--- src/design/snrt_pkg.sv ---
// Shared types, constants and helper functions of the sensor node reception tracker.
package snrt_pkg;

    // Sizes of the item fields and of the configuration registers.
    localparam int NODES_DEF  = 6;
    localparam int BYTE_W     = 8;
    localparam int VAL_W      = 16;
    localparam int TIME_W     = 32;
    localparam int CNT_W      = 32;
    localparam int PERIOD_W   = 16;
    localparam int TOL_W      = 10;
    localparam int ADDR_W     = 3;
    localparam int DATA_W     = 32;

    localparam logic [PERIOD_W-1:0] PERIOD_RST = 16'd60;
    localparam logic [TOL_W-1:0]    TOL_RST    = 10'd50;

    // floor(x / 100) for x below 2^30 is (x * ceil(2^33 / 100)) >> 33.
    localparam int PCT_DIV     = 100;
    localparam int RECIP_SHIFT = 33;
    localparam int RECIP_W     = 27;
    localparam int PROD_W      = PERIOD_W + TOL_W;
    localparam int ALLOW_W     = 20;
    localparam longint unsigned RECIP_FULL =
        ((64'd1 << RECIP_SHIFT) + 64'(PCT_DIV) - 64'd1) / 64'(PCT_DIV);
    localparam logic [RECIP_W-1:0] PCT_RECIP = RECIP_W'(RECIP_FULL);

    typedef enum logic [1:0] {
        CMD_PACKET = 2'd0,
        CMD_TICK   = 2'd1,
        CMD_READ   = 2'd2,
        CMD_NONE   = 2'd3
    } cmd_t;

    typedef enum logic {
        REG_PERIOD = 1'b0,
        REG_TOL    = 1'b1
    } reg_idx_t;

    typedef enum logic [2:0] {
        ST_IDLE,
        ST_LOOK,
        ST_UPD,
        ST_WALK,
        ST_LAST
    } state_t;

    // Commands from the controller to the datapath.
    typedef struct packed {
        logic load;
        logic rd_en;
        logic addr_id;
        logic pkt_upd;
        logic tick_upd;
        logic rec_out;
        logic zero_out;
    } ctrl_cmd_t;

    // Status from the datapath to the controller.
    typedef struct packed {
        cmd_t cmd;
        logic id_ok;
    } dp_stat_t;

    // One node's stored record.
    typedef struct packed {
        logic [BYTE_W-1:0] app_code;
        logic [BYTE_W-1:0] sensor_code;
        logic [BYTE_W-1:0] radio_code;
        logic [VAL_W-1:0]  temp;
        logic [VAL_W-1:0]  humidity;
        logic [VAL_W-1:0]  volt;
        logic [TIME_W-1:0] seen_time;
        logic [CNT_W-1:0]  pkt_count;
        logic [CNT_W-1:0]  miss_count;
        logic [CNT_W-1:0]  window_count;
        logic              window_open;
        logic [CNT_W-1:0]  run_now;
        logic [CNT_W-1:0]  run_best;
    } node_rec_t;

    function automatic logic [CNT_W-1:0] sat_inc(input logic [CNT_W-1:0] v);
        return (v == '1) ? v : v + CNT_W'(1);
    endfunction

endpackage

--- src/design/snrt_ctrl.sv ---
// Controller state machine of the sensor node reception tracker.
module snrt_ctrl #(
    parameter int NODES = snrt_pkg::NODES_DEF,
    localparam int IDX_W = (NODES > 1) ? $clog2(NODES) : 1
) (
    input  logic                 clk,
    input  logic                 rst_n,
    input  logic                 start,
    output logic                 busy,
    input  snrt_pkg::dp_stat_t   stat,
    output snrt_pkg::ctrl_cmd_t  ctl,
    output logic [IDX_W-1:0]     walk_ptr
);
    import snrt_pkg::*;

    localparam logic [IDX_W-1:0] LAST_IDX = IDX_W'(NODES - 1);

    state_t            state_reg, state_next;
    logic [IDX_W-1:0]  ptr_reg, ptr_next;

    always_ff @(posedge clk or negedge rst_n)
    begin
        if (!rst_n)
        begin
            state_reg <= ST_IDLE;
            ptr_reg   <= '0;
        end
        else
        begin
            state_reg <= state_next;
            ptr_reg   <= ptr_next;
        end
    end

    always_comb
    begin
        state_next = state_reg;
        ptr_next   = ptr_reg;
        ctl        = '0;
        unique case (state_reg)
            ST_IDLE:
            begin
                if (start)
                begin
                    ctl.load   = 1'b1;
                    state_next = ST_LOOK;
                end
            end
            ST_LOOK:
            begin
                unique case (stat.cmd)
                    CMD_PACKET, CMD_READ:
                    begin
                        if (stat.id_ok)
                        begin
                            ctl.rd_en   = 1'b1;
                            ctl.addr_id = 1'b1;
                            state_next  = ST_UPD;
                        end
                        else
                        begin
                            ctl.zero_out = 1'b1;
                            state_next   = ST_IDLE;
                        end
                    end
                    CMD_TICK:
                    begin
                        ptr_next   = '0;
                        state_next = ST_WALK;
                    end
                    default:
                    begin
                        ctl.zero_out = 1'b1;
                        state_next   = ST_IDLE;
                    end
                endcase
            end
            ST_UPD:
            begin
                ctl.rec_out = 1'b1;
                ctl.pkt_upd = (stat.cmd == CMD_PACKET);
                state_next  = ST_IDLE;
            end
            ST_WALK:
            begin
                // Read node ptr while the node read last cycle is updated.
                ctl.rd_en    = 1'b1;
                ctl.tick_upd = (ptr_reg != '0);
                if (ptr_reg == LAST_IDX)
                begin
                    state_next = ST_LAST;
                end
                else
                begin
                    ptr_next = ptr_reg + IDX_W'(1);
                end
            end
            ST_LAST:
            begin
                ctl.tick_upd = 1'b1;
                ctl.zero_out = 1'b1;
                state_next   = ST_IDLE;
            end
            default:
            begin
                state_next = ST_IDLE;
            end
        endcase
    end

    assign busy     = (state_reg != ST_IDLE);
    assign walk_ptr = ptr_reg;

endmodule

--- src/design/snrt_dp.sv ---
// Datapath of the sensor node reception tracker: item latch, node table and result word.
module snrt_dp #(
    parameter int NODES = snrt_pkg::NODES_DEF,
    localparam int IDX_W = (NODES > 1) ? $clog2(NODES) : 1
) (
    input  logic                 clk,
    input  logic                 rst_n,
    input  snrt_pkg::ctrl_cmd_t  ctl,
    output snrt_pkg::dp_stat_t   stat,
    input  logic [IDX_W-1:0]     walk_ptr,
    input  logic [15:0]          report_period_s,
    input  logic [9:0]           tolerance_pct,
    input  logic [1:0]           cmd,
    input  logic [7:0]           node_id,
    input  logic [7:0]           app_code,
    input  logic [7:0]           sensor_status,
    input  logic [7:0]           radio_status,
    input  logic [15:0]          temperature,
    input  logic [15:0]          humidity,
    input  logic [15:0]          voltage,
    input  logic [31:0]          now_seconds,
    output logic                 done,
    output logic                 status,
    output snrt_pkg::node_rec_t  res_rec
);
    import snrt_pkg::*;

    localparam int MUL_W = PROD_W + RECIP_W;

    // Latched item.
    cmd_t               cmd_reg;
    logic [BYTE_W-1:0]  node_id_reg;
    logic [BYTE_W-1:0]  app_reg;
    logic [BYTE_W-1:0]  sensor_reg;
    logic [BYTE_W-1:0]  radio_reg;
    logic [VAL_W-1:0]   temp_reg;
    logic [VAL_W-1:0]   hum_reg;
    logic [VAL_W-1:0]   volt_reg;
    logic [TIME_W-1:0]  now_reg;

    // Allowance pipeline, always running from the configuration registers.
    logic [PROD_W-1:0]  prod_reg;
    logic [MUL_W-1:0]   recip_prod;
    logic [ALLOW_W-1:0] quot_reg;
    logic [ALLOW_W-1:0] allow_reg;

    // Node table.
    node_rec_t          mem_q [NODES];
    node_rec_t          rdata_reg;
    logic               rvalid_reg;
    logic [NODES-1:0]   valid_reg;
    logic [IDX_W-1:0]   rd_addr;
    logic [IDX_W-1:0]   wr_addr_reg;
    logic               we;
    node_rec_t          cur_rec;
    node_rec_t          pkt_rec;
    node_rec_t          tick_rec;
    node_rec_t          wdata;
    logic               overdue;
    logic [CNT_W-1:0]   run_inc;
    logic               id_ok;
    logic               bad_id;

    // Result word.
    node_rec_t          res_rec_reg;
    logic               status_reg;
    logic               done_reg;

    always_ff @(posedge clk)
    begin
        if (ctl.load)
        begin
            cmd_reg     <= cmd_t'(cmd);
            node_id_reg <= node_id;
            app_reg     <= app_code;
            sensor_reg  <= sensor_status;
            radio_reg   <= radio_status;
            temp_reg    <= temperature;
            hum_reg     <= humidity;
            volt_reg    <= voltage;
            now_reg     <= now_seconds;
        end
    end

    assign recip_prod = MUL_W'(prod_reg) * MUL_W'(PCT_RECIP);

    always_ff @(posedge clk)
    begin
        prod_reg  <= PROD_W'(report_period_s) * PROD_W'(tolerance_pct);
        quot_reg  <= ALLOW_W'(recip_prod >> RECIP_SHIFT);
        allow_reg <= ALLOW_W'(report_period_s) + quot_reg;
    end

    assign id_ok  = ({1'b0, node_id_reg} < 9'(NODES));
    assign bad_id = ((cmd_reg == CMD_PACKET) || (cmd_reg == CMD_READ)) && !id_ok;
    assign stat.cmd   = cmd_reg;
    assign stat.id_ok = id_ok;

    assign rd_addr = ctl.addr_id ? node_id_reg[IDX_W-1:0] : walk_ptr;
    assign we      = ctl.pkt_upd || ctl.tick_upd;

    always_ff @(posedge clk)
    begin
        if (we)
        begin
            mem_q[wr_addr_reg] <= wdata;
        end
        if (ctl.rd_en)
        begin
            rdata_reg   <= mem_q[rd_addr];
            wr_addr_reg <= rd_addr;
        end
    end

    // An entry that was never written reads as the all-zero reset record.
    always_ff @(posedge clk or negedge rst_n)
    begin
        if (!rst_n)
        begin
            valid_reg  <= '0;
            rvalid_reg <= 1'b0;
        end
        else
        begin
            if (we)
            begin
                valid_reg[wr_addr_reg] <= 1'b1;
            end
            if (ctl.rd_en)
            begin
                rvalid_reg <= valid_reg[rd_addr];
            end
        end
    end

    assign cur_rec = rvalid_reg ? rdata_reg : '0;

    always_comb
    begin
        pkt_rec             = cur_rec;
        pkt_rec.app_code    = app_reg;
        pkt_rec.sensor_code = sensor_reg;
        pkt_rec.radio_code  = radio_reg;
        pkt_rec.temp        = temp_reg;
        pkt_rec.humidity    = hum_reg;
        pkt_rec.volt        = volt_reg;
        pkt_rec.seen_time   = now_reg;
        pkt_rec.pkt_count   = sat_inc(cur_rec.pkt_count);
        if (cur_rec.window_open)
        begin
            pkt_rec.window_open = 1'b0;
            pkt_rec.run_now     = '0;
        end
    end

    assign overdue = ({1'b0, now_reg} >
                      ({1'b0, cur_rec.seen_time} + (TIME_W + 1)'(allow_reg)));
    assign run_inc = sat_inc(cur_rec.run_now);

    always_comb
    begin
        tick_rec = cur_rec;
        if (overdue)
        begin
            tick_rec.miss_count = sat_inc(cur_rec.miss_count);
            if (!cur_rec.window_open)
            begin
                tick_rec.window_count = sat_inc(cur_rec.window_count);
                tick_rec.window_open  = 1'b1;
            end
            tick_rec.run_now = run_inc;
            if (run_inc > cur_rec.run_best)
            begin
                tick_rec.run_best = run_inc;
            end
        end
    end

    assign wdata = ctl.pkt_upd ? pkt_rec : tick_rec;

    always_ff @(posedge clk)
    begin
        priority if (ctl.rec_out)
        begin
            res_rec_reg <= ctl.pkt_upd ? pkt_rec : cur_rec;
            status_reg  <= 1'b0;
        end
        else if (ctl.zero_out)
        begin
            res_rec_reg <= '0;
            status_reg  <= bad_id;
        end
    end

    always_ff @(posedge clk or negedge rst_n)
    begin
        if (!rst_n)
        begin
            done_reg <= 1'b0;
        end
        else
        begin
            done_reg <= ctl.rec_out || ctl.zero_out;
        end
    end

    assign done    = done_reg;
    assign status  = status_reg;
    assign res_rec = res_rec_reg;

endmodule

--- src/design/sensor_node_reception_tracker_core.sv ---
// Top level of the sensor node reception tracker: configuration registers and core wiring.
// Busy spans the lookup and update states for a packet or read of a valid node, the
// lookup state alone for a bad node id or an unused command, and for a tick the lookup,
// walk (one node per cycle via the table's single read port) and last states; the result
// follows in the next cycle. Throughput: a new word is taken when that result shows.
// Reset clears the node table through per-node valid bits at once and loads the period
// and tolerance registers with 60 and 50; the receiver cannot stall results.
module sensor_node_reception_tracker_core #(
    parameter int NODES = snrt_pkg::NODES_DEF
) (
    input  logic                clk,
    input  logic                rst_n,
    // Configuration port.
    input  logic                psel,
    input  logic                penable,
    input  logic                pwrite,
    input  logic [snrt_pkg::ADDR_W-1:0] paddr,
    input  logic [31:0]         pwdata,
    output logic [31:0]         prdata,
    output logic                pready,
    // Item port.
    input  logic                start,
    output logic                busy,
    input  logic [1:0]          cmd,
    input  logic [7:0]          node_id,
    input  logic signed [7:0]   app_code,
    input  logic [7:0]          sensor_status,
    input  logic [7:0]          radio_status,
    input  logic signed [15:0]  temperature,
    input  logic signed [15:0]  humidity,
    input  logic [15:0]         voltage,
    input  logic [31:0]         now_seconds,
    // Result port.
    output logic                done,
    output logic                status,
    output logic signed [7:0]   out_app_code,
    output logic [7:0]          out_sensor_status,
    output logic [7:0]          out_radio_status,
    output logic signed [15:0]  out_temperature,
    output logic signed [15:0]  out_humidity,
    output logic [15:0]         out_voltage,
    output logic [31:0]         last_seen,
    output logic [31:0]         packets_received,
    output logic [31:0]         misses,
    output logic [31:0]         miss_windows,
    output logic [31:0]         longest_run
);
    import snrt_pkg::*;

    localparam int IDX_W = (NODES > 1) ? $clog2(NODES) : 1;

    logic [PERIOD_W-1:0] period_reg;
    logic [TOL_W-1:0]    tol_reg;
    reg_idx_t            reg_idx;
    ctrl_cmd_t           ctl;
    dp_stat_t            stat;
    logic [IDX_W-1:0]    walk_ptr;
    node_rec_t           res_rec;

    // The register index is address bit 2; the port never waits.
    assign pready  = 1'b1;
    assign reg_idx = reg_idx_t'(paddr[2]);

    always_ff @(posedge clk or negedge rst_n)
    begin
        if (!rst_n)
        begin
            period_reg <= PERIOD_RST;
            tol_reg    <= TOL_RST;
        end
        else if (psel && penable && pwrite && pready)
        begin
            unique case (reg_idx)
                REG_PERIOD: period_reg <= pwdata[PERIOD_W-1:0];
                REG_TOL:    tol_reg    <= pwdata[TOL_W-1:0];
                default:    period_reg <= period_reg;
            endcase
        end
    end

    always_comb
    begin
        unique case (reg_idx)
            REG_PERIOD: prdata = DATA_W'(period_reg);
            REG_TOL:    prdata = DATA_W'(tol_reg);
            default:    prdata = '0;
        endcase
    end

    // The controller sequences each word; the datapath holds the node table and
    // computes the overdue allowance continuously from the two registers.
    snrt_ctrl #(.NODES(NODES)) u_ctrl (
        .clk      (clk),
        .rst_n    (rst_n),
        .start    (start),
        .busy     (busy),
        .stat     (stat),
        .ctl      (ctl),
        .walk_ptr (walk_ptr)
    );

    snrt_dp #(.NODES(NODES)) u_dp (
        .clk             (clk),
        .rst_n           (rst_n),
        .ctl             (ctl),
        .stat            (stat),
        .walk_ptr        (walk_ptr),
        .report_period_s (period_reg),
        .tolerance_pct   (tol_reg),
        .cmd             (cmd),
        .node_id         (node_id),
        .app_code        (app_code),
        .sensor_status   (sensor_status),
        .radio_status    (radio_status),
        .temperature     (temperature),
        .humidity        (humidity),
        .voltage         (voltage),
        .now_seconds     (now_seconds),
        .done            (done),
        .status          (status),
        .res_rec         (res_rec)
    );

    assign out_app_code      = res_rec.app_code;
    assign out_sensor_status = res_rec.sensor_code;
    assign out_radio_status  = res_rec.radio_code;
    assign out_temperature   = res_rec.temp;
    assign out_humidity      = res_rec.humidity;
    assign out_voltage       = res_rec.volt;
    assign last_seen         = res_rec.seen_time;
    assign packets_received  = res_rec.pkt_count;
    assign misses            = res_rec.miss_count;
    assign miss_windows      = res_rec.window_count;
    assign longest_run       = res_rec.run_best;

endmodule

--- config.mk ---
export PLATFORM = sky130hd
export DESIGN_NAME = sensor_node_reception_tracker_core
export DESIGN_NICKNAME = d
export VERILOG_FILES = /design/src/design/snrt_pkg.sv /design/src/design/snrt_ctrl.sv /design/src/design/snrt_dp.sv /design/src/design/sensor_node_reception_tracker_core.sv
export SDC_FILE = /design/constraint.sdc
export NUM_CORES = 2
export LEC_CHECK = 0
export ABC_AREA = 0
export ABC_CLOCK_PERIOD_IN_PS = 29800
export BUFFER_PORTS_ARGS = -buffer_cell sky130_fd_sc_hd__buf_2
export CELL_PAD_IN_SITES_DETAIL_PLACEMENT = 0
export CELL_PAD_IN_SITES_GLOBAL_PLACEMENT = 1
export CORE_MARGIN = 4
export CORE_UTILIZATION = 40
export DETAILED_ROUTE_END_ITERATION = 10
export PLACE_DENSITY = 0.66
export SYNTH_ARGS = -nofsm -noshare
export SYNTH_HDL_FRONTEND = slang
export SYNTH_HIERARCHICAL = 1
export SYNTH_SLANG_ARGS = --single-unit
export TNS_END_PERCENT = 100
--- constraint.sdc ---
create_clock -name clk -period 29.8 [get_ports clk]
set_input_delay 5.96 -clock clk [delete_from_list [all_inputs] [get_ports clk]]
set_output_delay 5.96 -clock clk [all_outputs]
set_load 0.05 [all_outputs]
### Yosys cells after proc, flatten, opt, wreduce, memory -nomap -nowiden

Memories as Yosys holds them, arrays and structs flattened. A register that Yosys moved wholly into a read port is not among the register bits.
Index checks and enable logic that the tools add are counted.

| cells by class | value |
|---|---|
| add/sub/neg operators | 7 |
| multiply operators | 2 |
| order comparisons | 6 |
| eq/ne operators | 15 |
| muxes and demuxes | 41 |
| bitwise operators | 2 |
| reductions and logical operators | 19 |

Operators with widths:

| cell | count |
|---|---|
| 2-to-1 mux 265 bit | 5 |
| 2-to-1 mux 32 bit | 6 |
| 2-to-1 mux 129 bit | 1 |
| adder 32 x 1 -> 32 bit, second input constant | 4 |
| equality test 32 bit, second input constant | 4 |
| case mux 32 bit (2 select lines) | 1 |
| multiplier 26 x 26 -> 52 bit, second input constant | 1 |
| adder 32 x 20 -> 33 bit | 1 |
| greater-than comparator 32 x 33 -> 1 bit | 1 |
| 2-to-1 mux 33 bit | 1 |
| greater-than comparator 32 bit | 1 |
| multiplier 16 x 10 -> 26 bit | 1 |
| adder 16 x 20 -> 20 bit | 1 |
| 2-to-1 mux 3 bit | 5 |
| case mux 3 bit (2 select lines) | 2 |
| 2-to-1 mux 1 bit | 10 |
| case mux 3 bit (3 select lines) | 1 |
| < comparator 3 x 4 -> 1 bit, second input constant | 2 |
| < comparator 8 x 3 -> 1 bit, second input constant | 1 |
| case mux 1 bit (2 select lines) | 4 |
| equality test 3 x 2 -> 1 bit, second input constant | 2 |
| equality test 3 bit, second input constant | 2 |
| 2-to-1 mux 2 bit | 3 |
| != test 2 bit, second input constant | 3 |
| 20 further kinds | 29 |

| storage, ports and cells | value |
|---|---|
| register bits | 456 |
| bits in writable memories | 1,590 |
| bits of input ports | 155 |
| memories | 1 |

Memory list:

| memory | words | bits a word | read ports | clocked after Yosys merged registers in | wr ports | RTL line | text |
|---|---|---|---|---|---|---|---|
| u_dp.mem_q | 6 | 265 | 1 | 1 | 1 | snrt_dp.sv:48 | `node_rec_t mem_q [NODES];` |

### Logic depth before layout (Yosys ltp)

| depth | value |
|---|---|
| depth in word-level cells | 7 |
| depth in mapped cells | 34 |

### Modules after synthesis

The synthesis kept the hierarchy.

Modules (own cells, without submodules):

| module | times used | cells an instance | area each (um^2) | sequential area each (um^2) |
|---|---|---|---|---|
| snrt_dp | 1 | 8,726 | 108,840.6 | 68,715.9 |
| sensor_node_reception_tracker_core | 1 | 92 | 1,338.8 | 659.4 |
| snrt_ctrl | 1 | 42 | 416.6 | 150.1 |

### Least setup slack after synthesis

OpenSTA, ideal clock, no wires.

| timing path | value |
|---|---|
| path type | flip-flop to flip-flop |
| start | register u_ctrl.state_reg[1] |
| end | register u_dp.valid_reg[0] |
| arrival | 28,643 ps |
| required time | 29,610 ps |
| setup slack | 967 ps |
| cell stages (with the launch flop) | 7 |
| path buffers | 1 |
| clock period less this slack | 28,833 ps |
| cells stage by stage | dfrtp_1 nor3b_1 nor3b_1 clkbuf_1 nor2_1 nor4_1 or2_2 |

RTL lines:

| item | RTL line | text |
|---|---|---|
| start: declaration | snrt_ctrl.sv:18 | `state_t state_reg, state_next;` |
| start signal: assignment | snrt_ctrl.sv:30 | `state_reg <= state_next;` |
| end signal: assignment | snrt_dp.sv:120 | `valid_reg <= '0;` |
| end signal: indexed assignment | snrt_dp.sv:127 | `valid_reg[wr_addr_reg] <= 1'b1;` |
| end: declaration | snrt_dp.sv:51 | `logic [NODES-1:0] valid_reg;` |

### Worst setup path after layout

| timing path | value |
|---|---|
| start | input port paddr[2] (netlist name) |
| end | output port prdata[9] |

| between the ends | value |
|---|---|
| cells in the longest elaborated chain, start to end | 2 |

RTL lines:

| item | RTL line | text |
|---|---|---|
| start: declaration | sensor_node_reception_tracker_core.sv:17 | `input logic [snrt_pkg::ADDR_W-1:0] paddr,` |
| inverter 1 bit (no source line) | - |  |
| case mux 32 bit (2 select lines) (*) | sensor_node_reception_tracker_core.sv:83 | `unique case (reg_idx)` |
| end: declaration | sensor_node_reception_tracker_core.sv:19 | `output logic [31:0] prdata,` |

Mark *: on every way between the ends. The rest lies on a longest branch, timed or not. The select of a mux whose other input is x is not followed.

==> flow_summary.ini <==
[run_status]
status = completed

[worst_setup_path]
endpoint_kind = primary output
crit_family = buffers and inverters
critPathLaunchType = input port
critical_path.max_stage_delay_ns = 0.39
reg2reg_depth = 23
cp.required_ns = 23.84
crit_arrival_ns = 6.88
critPathMaxFanout = 18
crit_top_cell = buf_2
critPathKind = input port to primary output
path_depth = 3
cpMaxStageDelayCell = mux2_2
crit_buf_inv = 2
worstPathCellList = buf_2 > mux2_2 > buf_2

[global_route]
gr-usage-all-layers_pct = 20.1
grt_max_degree = 223
grt_pass1_vias = 69300
antenna_found_initial = 19
overflow = 0
grt_first_pass_wirelength_um = 433000

[drt]
drt-pass1-iter-count = 5
drt_wl_total_um = 288000
wl_per_cell_um = 22.4
ant_nets = 0
drc = 0
vias = 68200
vias_per_cell = 5.30
drtIter0Drc = 5001

[timing]
timing.final.ws_setup_ns = 16.96
relSlewSlack_pct = 25.4
finalHoldViolCount = 0
fin_crit_ns = 12.84
max_freq_ghz = 0.0779
report.final.slew_viol_count = 0
worst_pin_slew_ns = 1.12
period_share_pct = 43.1
rsz0062_at_grt = no
clock_skew_ns = 0.0499
tns_ns = 0
setup_viol = 0

[layout]
final_cells = 12900
areaGrowthSynthToFinish_pct = 12.8
nets = 10100
design_area_um2 = 123000
layout-drive-gt1-share_pct = 10.8
largest_register_ffs = 1590

[clock_tree]
tritoncts = done
clockRootBuffer = clkbuf_16
cts_num_sinks = 2311
numCtsBuffers = 262
max-clock-path-buffers = 4
cts-htree-levels = 5
cts_resized = 0
clock_latency_ns = 0.86
clk_pin_slew_ns = 0.06
cts_setup_buffers = 0
hold_buffers = 0

[placement]
dpl.hpwl_um = 170000
dp_slack_ns = 16.95
dpl.cell_count = 12400
io_buffers = 387
dpl_cell_area_um2 = 115000
gp_congestion = 0.821

[worst_hold_path]
hold_depth = 1
hold_path.class = flop to flop

[floorplanning]
die_h_um = 531
dieArea_um2 = 282000
core_area_um2 = 271000
num_rows = 191
io-pin-count = 423
die_x_um = 531
start_util_pct = 40.3

[job]
cap_violations = 0

[logic_synthesis]
yosys_warnings = 6
postSynthAreaPerCell_um2 = 12.5
postSynthCellCount = 8789
netlist_area_um2 = 109000
[layout by cell type, fill, tap and decap left out, types with 13 or more instances in the layout]
cell,count
nand2b_1,33
mux2_2,66
o31ai_1,16
nand2_1,1911
and2_1,254
xnor2_1,109
clkbuf_16,265
xor2_1,56
nand4_1,58
buf_4,83
nor3_1,57
or3_1,26
clkbuf_1,45
o21ai_0,83
a21oi_1,362
dfxtp_1,67
clkinvlp_4,15
or4_1,13
dfrtp_1,32
nand3_1,611
nor2_1,132
nor4_1,26
fa_1,350
and4_1,13
edfxtp_1,2204
a31oi_1,271
conb_1,17
and3_1,121
bufinv_16,21
a21o_1,48
o211ai_1,13
ha_1,464
o21a_1,17
clkinv_2,39
clkinv_1,50
nor2b_1,28
inv_1,608
mux2i_1,38
a22o_1,81
buf_2,387
[worst register-to-register path, delay by kind of cell, from the launching register on]
kind	cells	cell delay (ns)
adder cells (fa/ha/maj)	2	0.69
AO/OA/AOI/OAI	9	2.38
AND/OR/NAND/NOR	9	3.39
XOR/XNOR	1	0.20
buffers and inverters	2	0.88
flip-flops	1	0.58
[path summary, 6_finish.rpt]
path	slack [ns]	start	end
max in group asynchronous	24.04	rst_n	u_dp/rvalid_reg
min in group asynchronous	5.23	rst_n	u_ctrl/walk_ptr[2]
worst max-delay path	16.96	paddr[2]	prdata[9]
worst max register to register	21.38	u_dp/rvalid_reg	u_dp/mem_q[5][78]
worst min-delay path	0.46	u_dp/quot_reg[19]	u_dp/allow_reg[19]
worst min register to register	0.46	u_dp/quot_reg[19]	u_dp/allow_reg[19]
[per-stage QoR]
| step | utilization, % | hold WS (ns) |
|---|---|---|
| 2_1_floorplan | - | 0.414 |
| 3_3_place_gp | 42.4 | 0.451 |
| 3_5_place_dp | 42.4 | 0.453 |
| 4_1_cts | 45.5 | 0.467 |
| 5_1_grt | 45.5 | 0.483 |
| 6_report | 45.5 | 0.464 |
[layer usage]
metal | up-vias | track usage (%) | routed length (um)
met5 | - | 0 | 14
met4 | 4 | 5.33 | 6950
met2 | 1781 | 33.7 | 139000
li1 | 31600 | - | -
met1 | 34500 | 27.3 | 127000
met3 | 360 | 3.01 | 15300
[cell type report]
| type | count | area [um^2] |
|---|---|---|
| multi-input cells | 5428 | 36900 |
| clock buffers | 312 | 6830 |
| clock inverters | 156 | 1570 |
| repair buffers | 482 | 2800 |
| fillers | 24500 | 148000 |
| inverters | 612 | 2310 |
| well taps | 3570 | 4470 |
| diodes | 5 | 12.5 |
| flip-flops and latches | 2311 | 68500 |
Power is left out: the tool's default activity adds up to more than one toggle a clock period on the data nets, which glitch-free logic cannot reach.
